[config.mk]
export PLATFORM = sky130hd
export DESIGN_NAME = keypad_code_lock
export DESIGN_NICKNAME = d
export VERILOG_FILES = /design/src/hdl/kcl_pkg.sv /design/src/hdl/keypad_code_lock.sv
export VERILOG_INCLUDE_DIRS = /design/src /design/src/hdl
export SDC_FILE = /design/constraint.sdc
export NUM_CORES = 1
export LEC_CHECK = 0
export BUFFER_PORTS_ARGS = -buffer_cell sky130_fd_sc_hd__buf_2
export CAP_MARGIN = 20
export CORE_MARGIN = 2
export CORE_UTILIZATION = 58
export DETAILED_ROUTE_END_ITERATION = 6
export GPL_TIMING_DRIVEN = 0
export PLACE_DENSITY = 0.87
export SLEW_MARGIN = 15
export SYNTH_ARGS = -nofsm -noshare
export SYNTH_HDL_FRONTEND = slang
export SYNTH_SLANG_ARGS = --single-unit
[constraint.sdc]
create_clock -name clk -period 5.4 [get_ports clk]
set_input_delay 0.27 -clock clk [delete_from_list [all_inputs] [get_ports clk]]
set_output_delay 0.27 -clock clk [all_outputs]
set_load 0.01 [all_outputs]
[src/hdl/keypad_code_lock_assert.svh]
// Assertion macros shared by the keypad code lock RTL.
`ifndef KEYPAD_CODE_LOCK_ASSERT_SVH
`define KEYPAD_CODE_LOCK_ASSERT_SVH

// Implication within the same cycle, checked outside reset.
`define KCL_ASSERT_SAME(label, ante, cons) \
  label: assert property (@(posedge clk) disable iff (!rst_n) (ante) |-> (cons)) \
    else $error("keypad code lock check failed");

// Implication into the following cycle, checked outside reset.
`define KCL_ASSERT_NEXT(label, ante, cons) \
  label: assert property (@(posedge clk) disable iff (!rst_n) (ante) |=> (cons)) \
    else $error("keypad code lock check failed");

`endif

[src/hdl/kcl_pkg.sv]
// Constants shared by the keypad code lock design.
package kcl_pkg;

  localparam int KEY_W        = 5;
  localparam int NIBBLE_W     = 4;
  localparam int PASSWORD_W   = 24;
  localparam int MAX_WRONG_W  = 4;
  localparam int TIMEOUT_W    = 8;
  localparam int STATUS_W     = 2;
  localparam int ENTRY_W      = 30;
  localparam int CFG_INDEX_W  = 2;
  localparam int CFG_DATA_W   = 24;

  localparam int CODE_LENGTH_DEF = 6;

  // Key codes with a special meaning.
  localparam logic [KEY_W-1:0] KEY_NONE  = 5'd16;
  localparam logic [KEY_W-1:0] KEY_CLEAR = 5'd11;
  localparam logic [KEY_W-1:0] KEY_ENTER = 5'd15;

  // Lock modes, also reported as status.
  localparam logic [STATUS_W-1:0] MODE_ENTERING = 2'd0;
  localparam logic [STATUS_W-1:0] MODE_UNLOCKED = 2'd1;
  localparam logic [STATUS_W-1:0] MODE_LOCKED   = 2'd2;

  // Configuration register indexes.
  localparam logic [CFG_INDEX_W-1:0] REG_PASSWORD  = 2'd0;
  localparam logic [CFG_INDEX_W-1:0] REG_MAX_WRONG = 2'd1;
  localparam logic [CFG_INDEX_W-1:0] REG_TIMEOUT   = 2'd2;

  // Reset values of the configuration registers.
  localparam logic [PASSWORD_W-1:0]  PASSWORD_RST  = 24'hC1DD97;
  localparam logic [MAX_WRONG_W-1:0] MAX_WRONG_RST = 4'd3;
  localparam logic [TIMEOUT_W-1:0]   TIMEOUT_RST   = 8'd30;

  // Wrong count saturates here.
  localparam logic [MAX_WRONG_W-1:0] WRONG_MAX = 4'hF;

endpackage

[src/hdl/keypad_code_lock.sv]
// Keypad code lock: key entry, password check, wrong-attempt count and timeout.
// A result beat is registered in the cycle after its poll beat is accepted.
// Throughput: one poll per cycle; the single result register is the only stage,
// and a poll is taken whenever that register is empty or being drained.
// Reset (rst_n low, synchronous) restores the default password, limits, a blank
// entry, zero counts and entering mode, and empties the result register.
module keypad_code_lock #(
  parameter int CODE_LENGTH = kcl_pkg::CODE_LENGTH_DEF
) (
  input  logic                             clk,
  input  logic                             rst_n,
  // Configuration write port.
  input  logic                             cfg_we,
  input  logic [kcl_pkg::CFG_INDEX_W-1:0]  cfg_index,
  input  logic [kcl_pkg::CFG_DATA_W-1:0]   cfg_wdata,
  // Poll input channel.
  input  logic                             in_valid,
  output logic                             in_stall,
  input  logic [kcl_pkg::KEY_W-1:0]        in_key_code,
  // Result channel.
  output logic                             out_valid,
  input  logic                             out_stall,
  output logic [kcl_pkg::STATUS_W-1:0]     out_status,
  output logic [kcl_pkg::ENTRY_W-1:0]      out_entry_keys,
  output logic [kcl_pkg::MAX_WRONG_W-1:0]  out_wrong_count,
  output logic [kcl_pkg::TIMEOUT_W-1:0]    out_countdown
);
  import kcl_pkg::*;

  // Packed width of the entry, and the password widened so that every key
  // position has a nibble (positions above the 24 stored bits read as zero).
  localparam int PACK_W = CODE_LENGTH * KEY_W;
  localparam int PW_EXT_W = CODE_LENGTH * NIBBLE_W + PASSWORD_W;

  // Configuration registers.
  logic [PASSWORD_W-1:0]  password_r;
  logic [MAX_WRONG_W-1:0] max_wrong_r;
  logic [TIMEOUT_W-1:0]   timeout_r;

  // Lock state.
  logic [KEY_W-1:0]       prev_key_r;
  logic [KEY_W-1:0]       entry_r [CODE_LENGTH];
  logic [MAX_WRONG_W-1:0] wrong_r;
  logic [TIMEOUT_W-1:0]   tick_r;
  logic [STATUS_W-1:0]    mode_r;

  logic [KEY_W-1:0]       prev_key_nxt;
  logic [KEY_W-1:0]       entry_nxt [CODE_LENGTH];
  logic [MAX_WRONG_W-1:0] wrong_nxt;
  logic [TIMEOUT_W-1:0]   tick_nxt;
  logic [STATUS_W-1:0]    mode_nxt;

  // Result register.
  logic                   out_valid_r;
  logic [STATUS_W-1:0]    out_status_r;
  logic [ENTRY_W-1:0]     out_entry_r;
  logic [MAX_WRONG_W-1:0] out_wrong_r;
  logic [TIMEOUT_W-1:0]   out_countdown_r;

  logic                   in_fire;
  logic                   key_acted;
  logic                   code_match;
  logic [PW_EXT_W-1:0]    pw_ext;
  logic [PACK_W-1:0]      entry_packed;
  logic [PACK_W+ENTRY_W-1:0] entry_wide;
  logic [TIMEOUT_W-1:0]   countdown_nxt;

  // A new poll is taken whenever the result register is free or is being
  // drained in this very cycle, so polls stream at one per cycle.
  assign in_stall = out_valid_r & out_stall;
  assign in_fire  = in_valid & ~in_stall;

  // A key is acted on only when it is a real key (below 16) and differs
  // from the previous poll, which filters out a held key.
  assign key_acted = (in_key_code != prev_key_r) && (in_key_code[KEY_W-1] == 1'b0);

  assign pw_ext = {{(CODE_LENGTH * NIBBLE_W){1'b0}}, password_r};

  // The entry matches when every slot holds its password nibble. A blank slot
  // has the top bit set, so it never matches and a short entry is wrong.
  always_comb begin
    code_match = 1'b1;
    for (int k = 0; k < CODE_LENGTH; k++) begin
      if (entry_r[k] != {1'b0, pw_ext[NIBBLE_W*(CODE_LENGTH-1-k) +: NIBBLE_W]}) begin
        code_match = 1'b0;
      end
    end
  end

  // Next state for one poll. Unlocked and locked-forever freeze everything,
  // the previous key included.
  always_comb begin
    prev_key_nxt = prev_key_r;
    entry_nxt    = entry_r;
    wrong_nxt    = wrong_r;
    tick_nxt     = tick_r;
    mode_nxt     = mode_r;
    if (mode_r == MODE_ENTERING) begin
      if (key_acted) begin
        priority if (in_key_code == KEY_CLEAR) begin
          for (int k = 0; k < CODE_LENGTH; k++) begin
            entry_nxt[k] = KEY_NONE;
          end
        end else if (in_key_code == KEY_ENTER) begin
          if (code_match) begin
            mode_nxt = MODE_UNLOCKED;
          end else if (wrong_r != WRONG_MAX) begin
            wrong_nxt = wrong_r + 1'b1;
          end
        end else begin
          // Oldest key drops out at slot zero; the new key lands at the end.
          for (int k = 0; k < CODE_LENGTH - 1; k++) begin
            entry_nxt[k] = entry_r[k+1];
          end
          entry_nxt[CODE_LENGTH-1] = in_key_code;
        end
        // Any acted-on key checks the limit, so a limit of zero locks at once.
        if (mode_nxt == MODE_ENTERING && wrong_nxt == max_wrong_r) begin
          mode_nxt = MODE_LOCKED;
        end
      end
      prev_key_nxt = in_key_code;
      // The timer keeps running on the locking poll too. Once it has reached
      // the timeout, the next poll clears it and the wrong count instead.
      if (mode_nxt != MODE_UNLOCKED) begin
        if (tick_r < timeout_r) begin
          tick_nxt = tick_r + 1'b1;
        end else begin
          wrong_nxt = '0;
          tick_nxt  = '0;
        end
      end
    end
  end

  // Report the entry oldest-first from the top, trimmed or padded to 30 bits.
  always_comb begin
    entry_packed = '0;
    for (int k = 0; k < CODE_LENGTH; k++) begin
      entry_packed[KEY_W*(CODE_LENGTH-1-k) +: KEY_W] = entry_nxt[k];
    end
  end

  assign entry_wide    = {{ENTRY_W{1'b0}}, entry_packed};
  assign countdown_nxt = (tick_nxt < timeout_r) ? (timeout_r - tick_nxt) : '0;

  // Configuration writes; an index past the last register is ignored.
  always_ff @(posedge clk) begin
    if (!rst_n) begin
      password_r  <= PASSWORD_RST;
      max_wrong_r <= MAX_WRONG_RST;
      timeout_r   <= TIMEOUT_RST;
    end else if (cfg_we) begin
      unique case (cfg_index)
        REG_PASSWORD:  password_r  <= cfg_wdata[PASSWORD_W-1:0];
        REG_MAX_WRONG: max_wrong_r <= cfg_wdata[MAX_WRONG_W-1:0];
        REG_TIMEOUT:   timeout_r   <= cfg_wdata[TIMEOUT_W-1:0];
        default: ;
      endcase
    end
  end

  // Lock state advances on every accepted poll beat.
  always_ff @(posedge clk) begin
    if (!rst_n) begin
      prev_key_r <= '0;
      for (int k = 0; k < CODE_LENGTH; k++) begin
        entry_r[k] <= KEY_NONE;
      end
      wrong_r <= '0;
      tick_r  <= '0;
      mode_r  <= MODE_ENTERING;
    end else if (in_fire) begin
      prev_key_r <= prev_key_nxt;
      entry_r    <= entry_nxt;
      wrong_r    <= wrong_nxt;
      tick_r     <= tick_nxt;
      mode_r     <= mode_nxt;
    end
  end

  // Result register: loads with each poll, empties when its beat is taken.
  always_ff @(posedge clk) begin
    if (!rst_n) begin
      out_valid_r <= 1'b0;
    end else if (in_fire) begin
      out_valid_r <= 1'b1;
    end else if (!out_stall) begin
      out_valid_r <= 1'b0;
    end
  end

  always_ff @(posedge clk) begin
    if (in_fire) begin
      out_status_r    <= mode_nxt;
      out_entry_r     <= entry_wide[ENTRY_W-1:0];
      out_wrong_r     <= wrong_nxt;
      out_countdown_r <= countdown_nxt;
    end
  end

  assign out_valid       = out_valid_r;
  assign out_status      = out_status_r;
  assign out_entry_keys  = out_entry_r;
  assign out_wrong_count = out_wrong_r;
  assign out_countdown   = out_countdown_r;

  `include "keypad_code_lock_assert.svh"

  // Unlocked and locked-forever hold until reset.
  `KCL_ASSERT_NEXT(a_terminal_holds, (mode_r == MODE_UNLOCKED || mode_r == MODE_LOCKED), $stable(mode_r))
  // Every accepted poll leaves a result beat that reports the new mode.
  `KCL_ASSERT_NEXT(a_result_tracks_mode, in_fire, out_valid_r && out_status_r == mode_r)
  // While unlocked the timer and wrong count are frozen.
  `KCL_ASSERT_NEXT(a_unlocked_frozen, mode_r == MODE_UNLOCKED, $stable(tick_r) && $stable(wrong_r))
  // A poll is never taken while a waiting result is held back.
  `KCL_ASSERT_SAME(a_no_overrun, out_valid_r && out_stall, !in_fire)

endmodule
======== Word-level counts from Yosys, hierarchy flattened ========
Index checks and enable logic that the tools add are counted.
word-level totals
  logic and storage cells ................. 85
  bits in registers ....................... 130
  output and inout bits ................... 46
  bits of input ports ..................... 36
operators by class
  $lt $le $gt $ge ......................... 2
  muxes and demuxes ....................... 34
  bitwise operators ....................... 4
  reduce and logical (&&, ||, !) cells .... 9
  equality and inequality tests ........... 15
  $add $sub $neg .......................... 3
operators by type and width
  kind                   number
  $mux W30               4
  $mux W4                10
  $ne A5 B4 Y1           6
  $mux W8                3
  $mux W2                9
  $lt A8 B8 Y1           2
  $eq A5 B4 Y1 const B   2
  $add A8 B1 Y8 const B  1
  $mux W1                8
  $reduce_and A2 Y1      4
  $sub A8 B8 Y8          1
  $logic_not A2 Y1       3
  $ne A5 B5 Y1           1
  $add A4 B1 Y4 const B  1
  $eq A4 B4 Y1           1
  $ne A2 B1 Y1 const B   2
  $ne A4 B4 Y1 const B   1
  $and A1 B1 Y1          2
  $eq A2 B1 Y1 const B   1
  $eq A2 B2 Y1 const B   1
  $logic_and A1 B1 Y1    2
  $not A1 Y1             2

======== Depth between registers and ports, before layout ========
Gate-level depths: netlist of run 1.
  depth in word-level cells ............... 21
  mapped depth ............................ 19

======== Least setup slack after synthesis of run 1 ========
Ideal clock, no wire load.
  path type ............................... reg2reg
  start ................................... register entry_r[4] in the netlist's numbering
  end ..................................... register out_countdown_r[2], in the netlist out_countdown[2] (data pin)
  setup time .............................. 0.275 ns
  data required time ...................... 5.125 ns
  cell stages (with the launch flop) ...... 19
  data arrival time ....................... 3.797 ns
  slack ................................... 1.327 ns
  cells stage by stage .................... dfxtp_1 or4_4 nor4_4 nand4_2 or2_1 buf_6 nand2_1 clkbuf_1 o21a_1 a21oi_1 ha_1 nor2b_1 o21ai_0 a21oi_1 o21ai_0 a21boi_0 o21a_1 o22ai_1 nor3_1
on the way
  word-level cells in the longest chain between the ends .. 16
  elaborated cells between the ends (all ways) .. 23
  classes of those cells .................. add/sub (1); order compare (1); eq/ne (3); mux (16); reduce/logical (2)
ends and longest elaborated chain
  element                                                  line                     RTL
  start: declaration                                       keypad_code_lock.sv:42   logic [KEY_W-1:0] entry_r [CODE_LENGTH];
  start signal: assignment                                 keypad_code_lock.sv:175  entry_r <= entry_nxt;
  $ne A5 B4 Y1 *                                           keypad_code_lock.sv:84   if (entry_r[k] != {1'b0, pw_ext[NIBBLE_W*(CODE_LENGTH-1-k) +: NIBBLE_W]}) begin
  $mux W1 *                                                keypad_code_lock.sv:84
  $mux W4 / $mux W2 (equally long branches)                keypad_code_lock.sv:105  if (code_match) begin
  $mux W4 / $mux W2 (equally long branches)                keypad_code_lock.sv:104  end else if (in_key_code == KEY_ENTER) begin
  $mux W4 / $mux W2 (equally long branches)                keypad_code_lock.sv:100  priority if (in_key_code == KEY_CLEAR) begin
  $mux W4 / $mux W2 (equally long branches)                keypad_code_lock.sv:99   if (key_acted) begin
  $mux W4 / $mux W2 (equally long branches)                keypad_code_lock.sv:98   if (mode_r == MODE_ENTERING) begin
  $eq A4 B4 Y1 / $logic_not A2 Y1 (equally long branches)  keypad_code_lock.sv:118  if (mode_nxt == MODE_ENTERING && wrong_nxt == max_wrong_r) begin
  $logic_and A1 B1 Y1                                      keypad_code_lock.sv:118
  $mux W2 *                                                keypad_code_lock.sv:118
  $mux W2 *                                                keypad_code_lock.sv:99
  $mux W2 *                                                keypad_code_lock.sv:98
  $ne A2 B1 Y1 *                                           keypad_code_lock.sv:125  if (mode_nxt != MODE_UNLOCKED) begin
  $mux W8 *                                                keypad_code_lock.sv:125
  $mux W8 *                                                keypad_code_lock.sv:98
  $sub A8 B8 Y8 / $lt A8 B8 Y1 (equally long branches)     keypad_code_lock.sv:145  assign countdown_nxt = (tick_nxt < timeout_r) ? (timeout_r - tick_nxt) : '0;
  end signal: assignment                                   keypad_code_lock.sv:198  out_countdown_r <= countdown_nxt;
  end: declaration                                         keypad_code_lock.sv:58   logic [TIMEOUT_W-1:0] out_countdown_r;
Every way passes the cells marked *; elsewhere a longest branch is shown, timed or not. The select of a mux whose other input is x is not followed.
A chain may end at the register's enable or synchronous reset.

======== Worst setup path after layout of run 1 ========
  start ................................... register entry_r[1] in the netlist's numbering
  end ..................................... register out_countdown_r[7], in the netlist out_countdown[7] (data pin)
The elaborated chain is that of the path after synthesis.

==> impl_metrics.json, run 1 <==
{
  "yosys.cell_count.top_type": "sky130_fd_sc_hd__nand2_1",
  "timing.clock.skew_ns": 0.0102,
  "grtUsageTotal_pct": 29.8,
  "num_io_pins": 82,
  "timing.final.setup_violations": 0,
  "routabilityCongestion": 0.900,
  "synth-edff-count": 44,
  "finish.cell_count_without_fillers": 961,
  "maxSlewHeadroom_pct": 48.5,
  "place_hpwl_um": 11600,
  "routed_wirelength_um": 16800,
  "vias_cell": 5.91,
  "drt_first_pass_iters": 6,
  "wl_per_cell_um": 17.4,
  "cp_launch_point": "entry_r[1]",
  "total_leakage_power_nw": 3.07,
  "clock_tree_from_tritoncts": "built",
  "period_needed_ns": 4.97,
  "synth_compound_gate_area_share_pct": 15.7,
  "cts-buffers-inserted": 17,
  "synth_xor_area_share_pct": 4.73,
  "syn_nets": 748,
  "grt_antenna_before_repair": 0,
  "synth_top_area_share_pct": 27.4,
  "design.final.nets": 862,
  "syn-cell-area_um2": 6290,
  "reg_to_reg_setup_timing_slack_ns": 0.43,
  "cts.sink_count": 130,
  "design_area_um2": 7650,
  "cp_data_required_time_ns": 5.66,
  "cts_hold_repair.buffers": 15,
  "setup_tns_ns": 0,
  "clkTransAtPathRegs_ns": 0.06,
  "sequential_cell_area_um2": 3040,
  "power.density_nw_per_um2": 329,
  "antenna_left": 0,
  "floorplan.die.height_um": 108,
  "reg2regPathDepth": 19,
  "synth_area_leaders": "sky130_fd_sc_hd__dfxtp_1 27%, sky130_fd_sc_hd__edfxtp_1 21%, sky130_fd_sc_hd__nand2_1 9.4%",
  "synth.mux.area_fraction_pct": 1.93,
  "grt_first_pass_wirelength_um": 26400,
  "worst-slew-pin-transition_ns": 0.768,
  "via_count": 5680,
  "n_antenna_cell": 0,
  "final-max-slew-violation-count": 0,
  "post_synth_and_or_nand_nor_area_fraction_pct": 22.2,
  "core_area_um2": 10700,
  "critical_path_peak_fanout": 10,
  "gr-total-overflow": 0,
  "outcome": "complete, no violations",
  "die-width_um": 108,
  "ys.flop_type": "sky130_fd_sc_hd__dfxtp_1",
  "fin_crit_sh_pct": 92.0,
  "crit_path_end_kind": "register",
  "grt_pass1_vias": 5446,
  "yosys_register_bits": 130,
  "floorplan.rows": 38,
  "drc": 0,
  "cpPeakStageDelay_ns": 0.52,
  "main_combinational_cell_family_by_area_after_synthesis": "simple AND/OR/NAND/NOR gates",
  "postSynthAreaPerCell_um2": 9.07,
  "category_of_the_worst_setup_path_launch_point": "register",
  "filler_cell_count": 749,
  "port_buffers": 79,
  "synth_async_sr_flop_share_pct": 0,
  "grt_max_degree": 39,
  "worst_r2r_startpoint": "entry_r[1]",
  "post_dp_cell_area_um2": 6880,
  "timing_hold_violations_final": 0,
  "cts-root-buf": "sky130_fd_sc_hd__clkbuf_8",
  "worst-setup-path-type": "reg -> reg",
  "r2r_end": "out_countdown[7]",
  "worst_skew_pair.late_latency_ns": 0.53,
  "multi_input_gate_area_in_the_final_layout_um2": 3040,
  "area_of_the_die_um2": 11700,
  "drive_above_1_share_pct": 15.2,
  "max_clock_freq_ghz": 0.201,
  "ctsHtreeMaxLevel": 4,
  "crit_path_end": "out_countdown[7]",
  "numPlacedInstances": 914,
  "minimum_setup_slack_after_placement_ns": 0.623,
  "yosysSeqAreaShare_pct": 48.4,
  "area_delta_synth_final_pct": 21.6,
  "postLayoutCoreUtil_pct": 71.5,
  "postCtsResizedCells": 0,
  "synth_fa_ha_area_share_pct": 3.70,
  "detail_route.iter0.violations": 496,
  "ir_drop_v": 0.000184,
  "setup_repair_after_global_routing_missed_its_margin": "no",
  "cpMaxStageDelayCell": "sky130_fd_sc_hd__nor3_1",
  "synth.cells.most_frequent": "157 x sky130_fd_sc_hd__nand2_1, 86 x sky130_fd_sc_hd__dfxtp_1, 44 x sky130_fd_sc_hd__edfxtp_1",
  "leading_area_contributor_after_synthesis": "sky130_fd_sc_hd__dfxtp_1",
  "synth_cell_types": 54,
  "start_util_pct": 58.8,
  "cell_count_after_synthesis": 694,
  "drv_cap": 0,
  "clock_tree.buffer_depth": 2,
  "postCtsSetupBuffers": 0,
  "post-route-worst-setup-slack_ns": 0.431,
  "worstHoldPathType": "in -> reg",
  "crit_arrival_ns": 5.23,
  "synth-warning-count": 0,
  "worstPathCellList": "xnor2_1 -> nand4_1 -> nor3_1 -> nand4_2 -> or2_1 -> buf_6 -> nand2_1 -> clkbuf_1 -> o21a_1 -> a21oi_1 -> ha_1 -> nor2b_1 -> o21ai_0 -> a21oi_1 -> o21ai_0 -> a21boi_0 -> o21a_1 -> o22ai_1 -> nor2_1"
}
## critical path, delay by kind of cell (launching register included)
kind | cells | cell delay, ns
AO/OA/AOI/OAI | 8 | 1.61
XOR/XNOR | 1 | 0.16
adder cells (fa/ha/maj) | 1 | 0.37
buffers and inverters | 2 | 0.52
flip-flops | 1 | 0.51
AND/OR/NAND/NOR | 7 | 1.51
## metal layers
metal | vias up | global-route usage [%] | wire (µm) | part of all wire [%]
met3 | 59 | 7.41 | 1270 | 7.6
met4 | 0 | 13.6 | 588 | 3.5
met2 | 280 | 49.4 | 8150 | 49
met1 | 2695 | 36.8 | 6760 | 40
li1 | 2646 | - | - | -
met5 | - | 0 | 0 | 0
## how the worst min path moves through the flow
| stage | slack (ns) | cells after the start | from | end |
|---|---|---|---|---|
| 2_1_floorplan | 0.39 | 1 | in_valid | out_valid |
| 3_3_place_gp | 0.45 | 2 | prev_key_r[4] | prev_key_r[4] |
| 3_5_place_dp | 0.47 | 2 | password_r[13] | password_r[13] |
| 4_1_cts | 0.005 | 3 | cfg_wdata[5] | password_r[5] |
| 5_1_grt | 0.02 | 3 | cfg_wdata[6] | password_r[6] |
| 6_report | 0.01 | 3 | cfg_wdata[5] | password_r[5] |
## flip-flops by register name (all words and copies together), names as in the netlist, 2 cells and up
| name | cells |
|---|---|
| entry_r | 30 |
| max_wrong_r | 4 |
| mode_r | 2 |
| out_countdown | 8 |
| out_entry_keys | 30 |
| out_status | 2 |
| out_wrong_count | 4 |
| password_r | 24 |
| prev_key_r | 5 |
| tick_r | 8 |
| timeout_r | 8 |
| wrong_r | 4 |
## kinds of logic (layout without fill, tap and decap cells)
kind of cell	Yosys count	count (layout)
compound gates	152	152
simple gates	296	296
mux	12	12
xor+xnor	34	34
buf+inv	52	179
flops	130	130
fa+ha+maj	18	18
## cell type report
cell class,count,area share [%]
buffer,35,1.93
clock buffer,17,5.41
clock inverter,15,2.67
inverter,17,0.834
multi-input combinational,512,39.7
sequential,130,39.8
tap,140,2.29
timing repair buffer,95,7.39
## report_power, final
group          switching (W)  internal [W]  total (W)
clock               0.000442      0.000754    0.00120
sequential         0.0000262       0.00106    0.00108
combinational       0.000141     0.0000968   0.000238
total               0.000609       0.00191    0.00252
## cell usage in the layout, fill, tap and decap left out, types with 3 or more instances in the layout
cell / netlist / final
sky130_fd_sc_hd__nand2_1: 157 / 157
sky130_fd_sc_hd__dfxtp_1: 86 / 86
sky130_fd_sc_hd__buf_2: 1 / 80
sky130_fd_sc_hd__edfxtp_1: 44 / 44
sky130_fd_sc_hd__nor2b_1: 38 / 38
sky130_fd_sc_hd__a21oi_1: 38 / 38
sky130_fd_sc_hd__clkbuf_1: 32 / 32
sky130_fd_sc_hd__xnor2_1: 31 / 31
sky130_fd_sc_hd__nor2_1: 27 / 27
sky130_fd_sc_hd__nand3_1: 25 / 25
sky130_fd_sc_hd__o21ai_0: 24 / 24
sky130_fd_sc_hd__a21boi_0: 23 / 23
sky130_fd_sc_hd__a22oi_1: 21 / 21
sky130_fd_sc_hd__ha_1: 17 / 17
sky130_fd_sc_hd__inv_1: 17 / 16
sky130_fd_sc_hd__clkbuf_16: 0 / 16
sky130_fd_sc_hd__dlygate4sd3_1: 0 / 15
sky130_fd_sc_hd__o21a_1: 12 / 12
sky130_fd_sc_hd__mux2i_1: 11 / 11
sky130_fd_sc_hd__nand4_1: 8 / 8
sky130_fd_sc_hd__nor3_1: 8 / 8
sky130_fd_sc_hd__and3_1: 7 / 7
sky130_fd_sc_hd__nand2b_1: 6 / 6
sky130_fd_sc_hd__o22ai_1: 6 / 6
sky130_fd_sc_hd__a31oi_1: 5 / 5
sky130_fd_sc_hd__a21o_1: 4 / 4
sky130_fd_sc_hd__a22o_1: 4 / 4
sky130_fd_sc_hd__bufinv_16: 0 / 4
sky130_fd_sc_hd__inv_6: 0 / 4
sky130_fd_sc_hd__xor2_1: 3 / 3
sky130_fd_sc_hd__o31ai_1: 3 / 3
sky130_fd_sc_hd__o211a_1: 3 / 3
sky130_fd_sc_hd__clkinvlp_4: 0 / 3
## stage by stage
| step | hold slack (ns) | power, W |
|---|---|---|
| floorplan | 0.394 | 0.00124 |
| global placement | 0.452 | 0.00131 |
| detailed placement | 0.473 | 0.00133 |
| CTS | 0.00493 | 0.00251 |
| global route | 0.0236 | 0.00259 |
| finish | 0.0110 | 0.00252 |
Power figures use the tool's default switching activity.
==> run 2: changes to the inputs <==
--- a/config.mk
+++ b/config.mk
@@ -12,7 +12,7 @@
 export CORE_UTILIZATION = 58
 export DETAILED_ROUTE_END_ITERATION = 6
 export GPL_TIMING_DRIVEN = 0
-export PLACE_DENSITY = 0.87
+export PLACE_DENSITY = 0.8
 export SLEW_MARGIN = 15
 export SYNTH_ARGS = -nofsm -noshare
 export SYNTH_HDL_FRONTEND = slang
==> run 2 against run 1 <==
Against the previous run:
- first-iteration DRC count fell by 12%
- clock power fell by 6%
- hold slack improved by 0.0044 ns
- total power fell by 3.0%
- register-to-register slack improved by 0.04 ns
- sequential power about the same
- die area is the same
- count of clock-buffer cells in the layout unchanged
- sequential share of layout area up 0.33 points
- cell count decreased by 0.31%
- combinational power is 2% lower
- critical endpoint is now out_countdown[6]
- largest power group unchanged
==> impl_metrics.json, run 2 (synthesized netlist as in run 1, its figures left out) <==
{
  "min_delay_worst_endpoint": "password_r[18]",
  "cts-root-buf": "sky130_fd_sc_hd__clkbuf_8",
  "num_io_pins": 82,
  "crit_path_end_kind": "register",
  "r2r_end": "out_countdown[6]",
  "period_needed_ns": 4.93,
  "die-width_um": 108,
  "fin_crit_sh_pct": 91.3,
  "routabilityCongestion": 0.912,
  "clock_tree_from_tritoncts": "built",
  "routed_wirelength_um": 15900,
  "ctsHtreeMaxLevel": 4,
  "detail_route.iter0.violations": 438,
  "cts-buffers-inserted": 17,
  "timing.final.setup_violations": 0,
  "grtUsageTotal_pct": 28.3,
  "category_of_the_worst_setup_path_launch_point": "register",
  "grt_max_degree": 39,
  "area_of_the_die_um2": 11700,
  "worst-setup-path-type": "reg -> reg",
  "clkTransAtPathRegs_ns": 0.06,
  "floorplan.die.height_um": 108,
  "setup_tns_ns": 0,
  "final-max-slew-violation-count": 0,
  "start_util_pct": 58.8,
  "via_count": 5516,
  "timing.clock.skew_ns": 0.00832,
  "area_delta_synth_final_pct": 20.6,
  "total_leakage_power_nw": 3.05,
  "floorplan.rows": 38,
  "n_antenna_cell": 0,
  "crit_arrival_ns": 5.18,
  "antenna_left": 0,
  "port_buffers": 79,
  "hold_path.startpoint": "cfg_wdata[18]",
  "clock_tree.buffer_depth": 2,
  "critical_path_peak_fanout": 10,
  "timing_hold_violations_final": 0,
  "drc": 0,
  "outcome": "complete, no violations",
  "layout.cells.most_common": "sky130_fd_sc_hd__nand2_1",
  "vias_cell": 5.76,
  "worst-slew-pin-transition_ns": 0.787,
  "numPlacedInstances": 914,
  "drv_cap": 0,
  "reg_to_reg_setup_timing_slack_ns": 0.47,
  "ir_drop_v": 0.000174,
  "worst_skew_pair.late_latency_ns": 0.53,
  "drt_first_pass_iters": 6,
  "wl_per_cell_um": 16.6,
  "grt_first_pass_wirelength_um": 25300,
  "grt_pass1_vias": 5169,
  "hold_path_depth": 3,
  "maxSlewHeadroom_pct": 47.2,
  "max_clock_freq_ghz": 0.203,
  "core_area_um2": 10700,
  "gr-total-overflow": 0,
  "grt_antenna_before_repair": 0,
  "finish.cell_count_without_fillers": 958,
  "most_frequent_cells_in_the_layout": "157 x sky130_fd_sc_hd__nand2_1, 86 x sky130_fd_sc_hd__dfxtp_1, 80 x sky130_fd_sc_hd__buf_2",
  "reg2regPathDepth": 19,
  "design.final.nets": 859,
  "cp_data_required_time_ns": 5.65,
  "worst_r2r_startpoint": "entry_r[3]",
  "worstHoldPathType": "in -> reg",
  "cts.sink_count": 130,
  "place_hpwl_um": 11300,
  "setup_repair_after_global_routing_missed_its_margin": "no",
  "power.density_nw_per_um2": 322,
  "drive_above_1_share_pct": 15.3
}
-- run 2: area by class of cell --
type,instances,area (µm²)
Clock inverter,15,166
Inverter,17,63.8
Timing Repair Buffer,92,536
Buffer,35,148
Clock buffer,17,414
Multi-Input combinational cell,512,3040
Sequential cell,130,3040
Fill cell,793,3110
Tap cell,140,175
-- run 2: worst max path at each step --
stage	from	to	slack, ns
final	entry_r[3]	out_countdown[6]	0.47
after CTS	entry_r[4]	out_countdown[6]	0.54
after detailed placement	entry_r[4]	out_countdown[6]	0.62
after global routing	entry_r[4]	out_countdown[6]	0.09
after floorplan	entry_r[4]	out_countdown[2]	1.33
after global placement	entry_r[4]	out_countdown[2]	0.74
-- run 2: worst max-delay path, cell delays in order, from the launching register on --
cell,delay [ns]
sky130_fd_sc_hd__dfxtp_1,0.52
sky130_fd_sc_hd__xnor2_1,0.16
sky130_fd_sc_hd__nand4_1,0.25
sky130_fd_sc_hd__nor4_4,0.34
sky130_fd_sc_hd__nand4_2,0.20
sky130_fd_sc_hd__or2_1,0.26
sky130_fd_sc_hd__buf_6,0.13
sky130_fd_sc_hd__nand2_1,0.08
sky130_fd_sc_hd__clkbuf_1,0.38
sky130_fd_sc_hd__o21a_1,0.20
sky130_fd_sc_hd__a21oi_1,0.05
sky130_fd_sc_hd__ha_1,0.36
sky130_fd_sc_hd__nor2b_1,0.16
sky130_fd_sc_hd__o21ai_0,0.20
sky130_fd_sc_hd__a21oi_1,0.11
sky130_fd_sc_hd__o21ai_0,0.27
sky130_fd_sc_hd__a21boi_0,0.19
sky130_fd_sc_hd__o21a_1,0.20
sky130_fd_sc_hd__o22ai_1,0.48
sky130_fd_sc_hd__nor3_1,0.12
-- run 2: metal layers --
| layer | vias to the layer above | wire, µm | global-route usage, % |
|---|---|---|---|
| met3 | 40 | 1080 | 5.55 |
| li1 | 2647 | - | - |
| met1 | 2576 | 6950 | 37.7 |
| met5 | - | 0 | 0 |
| met4 | 0 | 438 | 13.1 |
| met2 | 253 | 7460 | 44.5 |
-- run 2: what timing repair did --
item,4_1_cts,5_1_grt
endpoints found under the hold margin,12,0
gates resized for setup,0,1
setup buffers,0,0
setup endpoints to repair,0,3
hold buffers,12,0
-- run 2: through the flow --
step                      setup WS (ns)  instance area (µm²)  utilization, %  hold WS, ns  total power [W]
final                             0.470                 7590            70.9       0.0154          0.00244
after global routing             0.0853                 7590            70.9       0.0127          0.00252
after global placement            0.738                 6860            64.2        0.452          0.00131
after floorplan                    1.33                 6290               -        0.394          0.00124
after detailed placement          0.621                 6880            64.3        0.474          0.00132
after CTS                         0.537                 7580            70.9      0.00157          0.00245
-- run 2: power breakdown --
group	total, W	switching [W]	leakage (nW)	internal (W)
clock network	0.00113	0.000428	0.279	0.000698
registers	0.00108	0.0000261	1.13	0.00106
logic	0.000233	0.000137	1.64	0.0000951
total	0.00244	0.000592	3.05	0.00185
==> run 3: changes to the inputs <==
--- a/config.mk
+++ b/config.mk
@@ -6,6 +6,7 @@
 export SDC_FILE = /design/constraint.sdc
 export NUM_CORES = 1
 export LEC_CHECK = 0
+export ABC_AREA = 1
 export BUFFER_PORTS_ARGS = -buffer_cell sky130_fd_sc_hd__buf_2
 export CAP_MARGIN = 20
 export CORE_MARGIN = 2
==> constraint.sdc (replaced) <==
create_clock -name clk -period 5.67 [get_ports clk]
set_input_delay 0.2835 -clock clk [delete_from_list [all_inputs] [get_ports clk]]
set_output_delay 0.2835 -clock clk [all_outputs]
set_load 0.01 [all_outputs]
==> run 3 against run 2 <==
Against the previous run:
- sequential power hardly changed
- register-to-register slack better by 0.88 ns
- critical path depth is 3 higher
- combinational power is 80% higher
- hold slack hardly changed
- critical path type unchanged
==> impl_metrics.json, run 3 <==
{
  "detail_route.iter0.violations": 410,
  "power.density_nw_per_um2": 345,
  "floorplan.die.height_um": 108,
  "grt_antenna_before_repair": 0,
  "area_of_the_die_um2": 11700,
  "grt_pass1_vias": 5879,
  "power.share.clock_pct": 42.1,
  "cpPeakStageDelay_ns": 0.42,
  "crit_arrival_ns": 4.71,
  "leading_area_contributor_after_synthesis": "sky130_fd_sc_hd__dfxtp_1",
  "power_switching_w": 0.000728,
  "timing.clock.skew_ns": 0.00943,
  "drc": 0,
  "drt_first_pass_iters": 6,
  "synth_cell_types": 42,
  "synth.cells.most_frequent": "146 x sky130_fd_sc_hd__nand2_1, 112 x sky130_fd_sc_hd__inv_1, 87 x sky130_fd_sc_hd__a21oi_1",
  "cell_count_after_synthesis": 793,
  "setup_tns_ns": 0,
  "worst-setup-path-type": "reg -> reg",
  "start_util_pct": 58.8,
  "maxSlewHeadroom_pct": 35.6,
  "most_frequent_cells_in_the_layout": "146 x sky130_fd_sc_hd__nand2_1, 112 x sky130_fd_sc_hd__inv_1, 87 x sky130_fd_sc_hd__a21oi_1",
  "crit_path_end_kind": "register",
  "grt_first_pass_wirelength_um": 27800,
  "antenna_left": 0,
  "yosys.cell_count.top_type": "sky130_fd_sc_hd__nand2_1",
  "syn_nets": 847,
  "outcome": "complete, no violations",
  "postSynthAreaPerCell_um2": 7.93,
  "core_area_um2": 10700,
  "cp_data_required_time_ns": 6.06,
  "timing.critical_path.mode_cell": "sky130_fd_sc_hd__nand2_1",
  "place_hpwl_um": 11500,
  "wl_per_cell_um": 16.2,
  "grt_max_degree": 54,
  "ctsHtreeMaxLevel": 4,
  "cts.sink_count": 130,
  "setup_repair_after_global_routing_missed_its_margin": "no",
  "cpLargestDelayFamily": "compound AO/OA/AOI/OAI gates",
  "fin_crit_sh_pct": 76.2,
  "worst-slew-pin-transition_ns": 0.963,
  "yosysSeqAreaShare_pct": 48.4,
  "synth-edff-count": 44,
  "clock_tree_from_tritoncts": "built",
  "period_needed_ns": 4.32,
  "routed_wirelength_um": 17100,
  "port_buffers": 81,
  "max_clock_freq_ghz": 0.232,
  "yosys_register_bits": 130,
  "total_leakage_power_nw": 3.55,
  "n_antenna_cell": 0,
  "cpMaxStageDelayCell": "sky130_fd_sc_hd__fa_1",
  "final-max-slew-violation-count": 0,
  "category_of_the_worst_setup_path_launch_point": "register",
  "power.share.combinational_pct": 16.0,
  "synth-warning-count": 0,
  "clock_tree.buffer_depth": 2,
  "timing_hold_violations_final": 0,
  "cts-root-buf": "sky130_fd_sc_hd__clkbuf_8",
  "hold_slack_ns": 0.0154,
  "pwr-share-seq_pct": 41.9,
  "worstPathCellList": "inv_1 -> nand2_1 -> o21ai_0 -> nor2_1 -> nand2_1 -> nor2_1 -> nand3_2 -> nand3b_4 -> inv_2 -> nor2_4 -> nand2_1 -> o21ai_1 -> ha_1 -> fa_1 -> o21ai_0 -> a21oi_1 -> o21ai_0 -> nand2_1 -> a21oi_1 -> o32ai_1 -> o21bai_1 -> a21oi_1",
  "cp.buffers_inverters": 2,
  "gr-total-overflow": 0,
  "via_count": 5951,
  "timing.final.setup_violations": 0,
  "grtUsageTotal_pct": 30.7,
  "cts-buffers-inserted": 17,
  "syn-cell-area_um2": 6290,
  "worst_skew_pair.late_latency_ns": 0.54,
  "synth_async_sr_flop_share_pct": 0,
  "drv_cap": 0,
  "area_delta_synth_final_pct": 21.1,
  "floorplan.rows": 38,
  "drive_above_1_share_pct": 15.7,
  "vias_cell": 5.61,
  "num_io_pins": 82,
  "swShare_pct": 27.7,
  "internal-power_w": 0.00190,
  "clkTransAtPathRegs_ns": 0.06,
  "layout.cells.most_common": "sky130_fd_sc_hd__nand2_1",
  "worstHoldPathType": "in -> reg",
  "synth_top_area_share_pct": 27.4,
  "ys.flop_type": "sky130_fd_sc_hd__dfxtp_1",
  "synth_area_leaders": "sky130_fd_sc_hd__dfxtp_1 27%, sky130_fd_sc_hd__edfxtp_1 21%, sky130_fd_sc_hd__nand2_1 8.7%",
  "routabilityCongestion": 0.890,
  "critical_path_peak_fanout": 9,
  "design.final.nets": 961,
  "ir_drop_v": 0.000207,
  "die-width_um": 108,
  "postCtsSetupBuffers": 0
}
## run 3: cell count changes in the layout (fill, tap and decap cells not counted), sizes merged, moves of 14 or more
cell	previous run	this run
xnor2	31	4
nor2b	38	0
o211ai	0	14
a21boi	24	0
nor2	27	64
a21oi	38	87
inv	18	123
o21ai	25	91
a22oi	21	0
## run 3: final timing paths
check	cells past startpoint	slack, ns	startpoint	end
worst max-delay path	22	1.35	entry_r[11]	out_countdown[7]
worst max register to register	22	1.35	entry_r[11]	out_countdown[7]
worst min register to register	2	0.48	password_r[3]	password_r[3]
worst min-delay path	3	0.02	cfg_wdata[7]	password_r[7]
## run 3: layout make-up
| type | count | area [µm²] |
|---|---|---|
| fill | 822 | 3080 |
| clock inverter | 11 | 123 |
| timing repair buffer | 95 | 546 |
| tap | 140 | 175 |
| clock buffer | 21 | 482 |
| inverter | 123 | 462 |
| sequential | 130 | 3040 |
| buffer | 29 | 126 |
| multi-input combinational | 511 | 2660 |
## run 3: cells by family after synthesis
group	count (synthesis)	share of synthesized area [%]
AOI/OAI and AO/OA	211	18.5
xor gates and xnor gates	11	1.53
adders and majority gates	18	3.70
buffers and inverters	152	9.29
DFF	130	48.4
and+or+nand+nor	271	18.6
## run 3: worst register-to-register path: cells and delay by family (launching register included)
family | cells | cell delay, ns
compound gates | 9 | 1.65
flops | 1 | 0.36
buf+inv | 2 | 0.19
simple gates | 9 | 1.29
fa+ha+maj | 2 | 0.67
## run 3: metal layers
layer | wire (µm) | track usage (%) | vias to the layer above
met4 | 589 | 13.7 | 0
li1 | - | - | 2867
met1 | 6710 | 35.6 | 2772
met2 | 8770 | 54.1 | 256
met5 | 0 | 0 | -
met3 | 1070 | 6.75 | 56
## run 3: through the flow
step                std cells  setup WS [ns]  power [W]  util (%)  area [µm²]
floorplan                 793           2.34    0.00138         -        6290
detailed placement       1014           1.61    0.00152      64.3        6880
CTS                      1060           1.49    0.00262      71.2        7620
global route             1060           1.03    0.00273      71.2        7620
finish                   1060           1.35    0.00263      71.2        7620
global placement         1014           1.76    0.00150      64.2        6870
## run 3: power by group through the flow
stage	combinational [W]	sequential (W)	clock, W
after detailed placement	0.000398	0.00112	0
after global placement	0.000384	0.00112	0
after floorplan	0.000249	0.00113	0
after global routing	0.000467	0.00111	0.00115
final	0.000420	0.00110	0.00111
after CTS	0.000413	0.00110	0.00111
## run 3: repair_timing
item,in CTS,in global routing
hold endpoints to repair,15,0
setup endpoints to repair,0,0
hold buffers,14,0
gates resized for setup,0,0
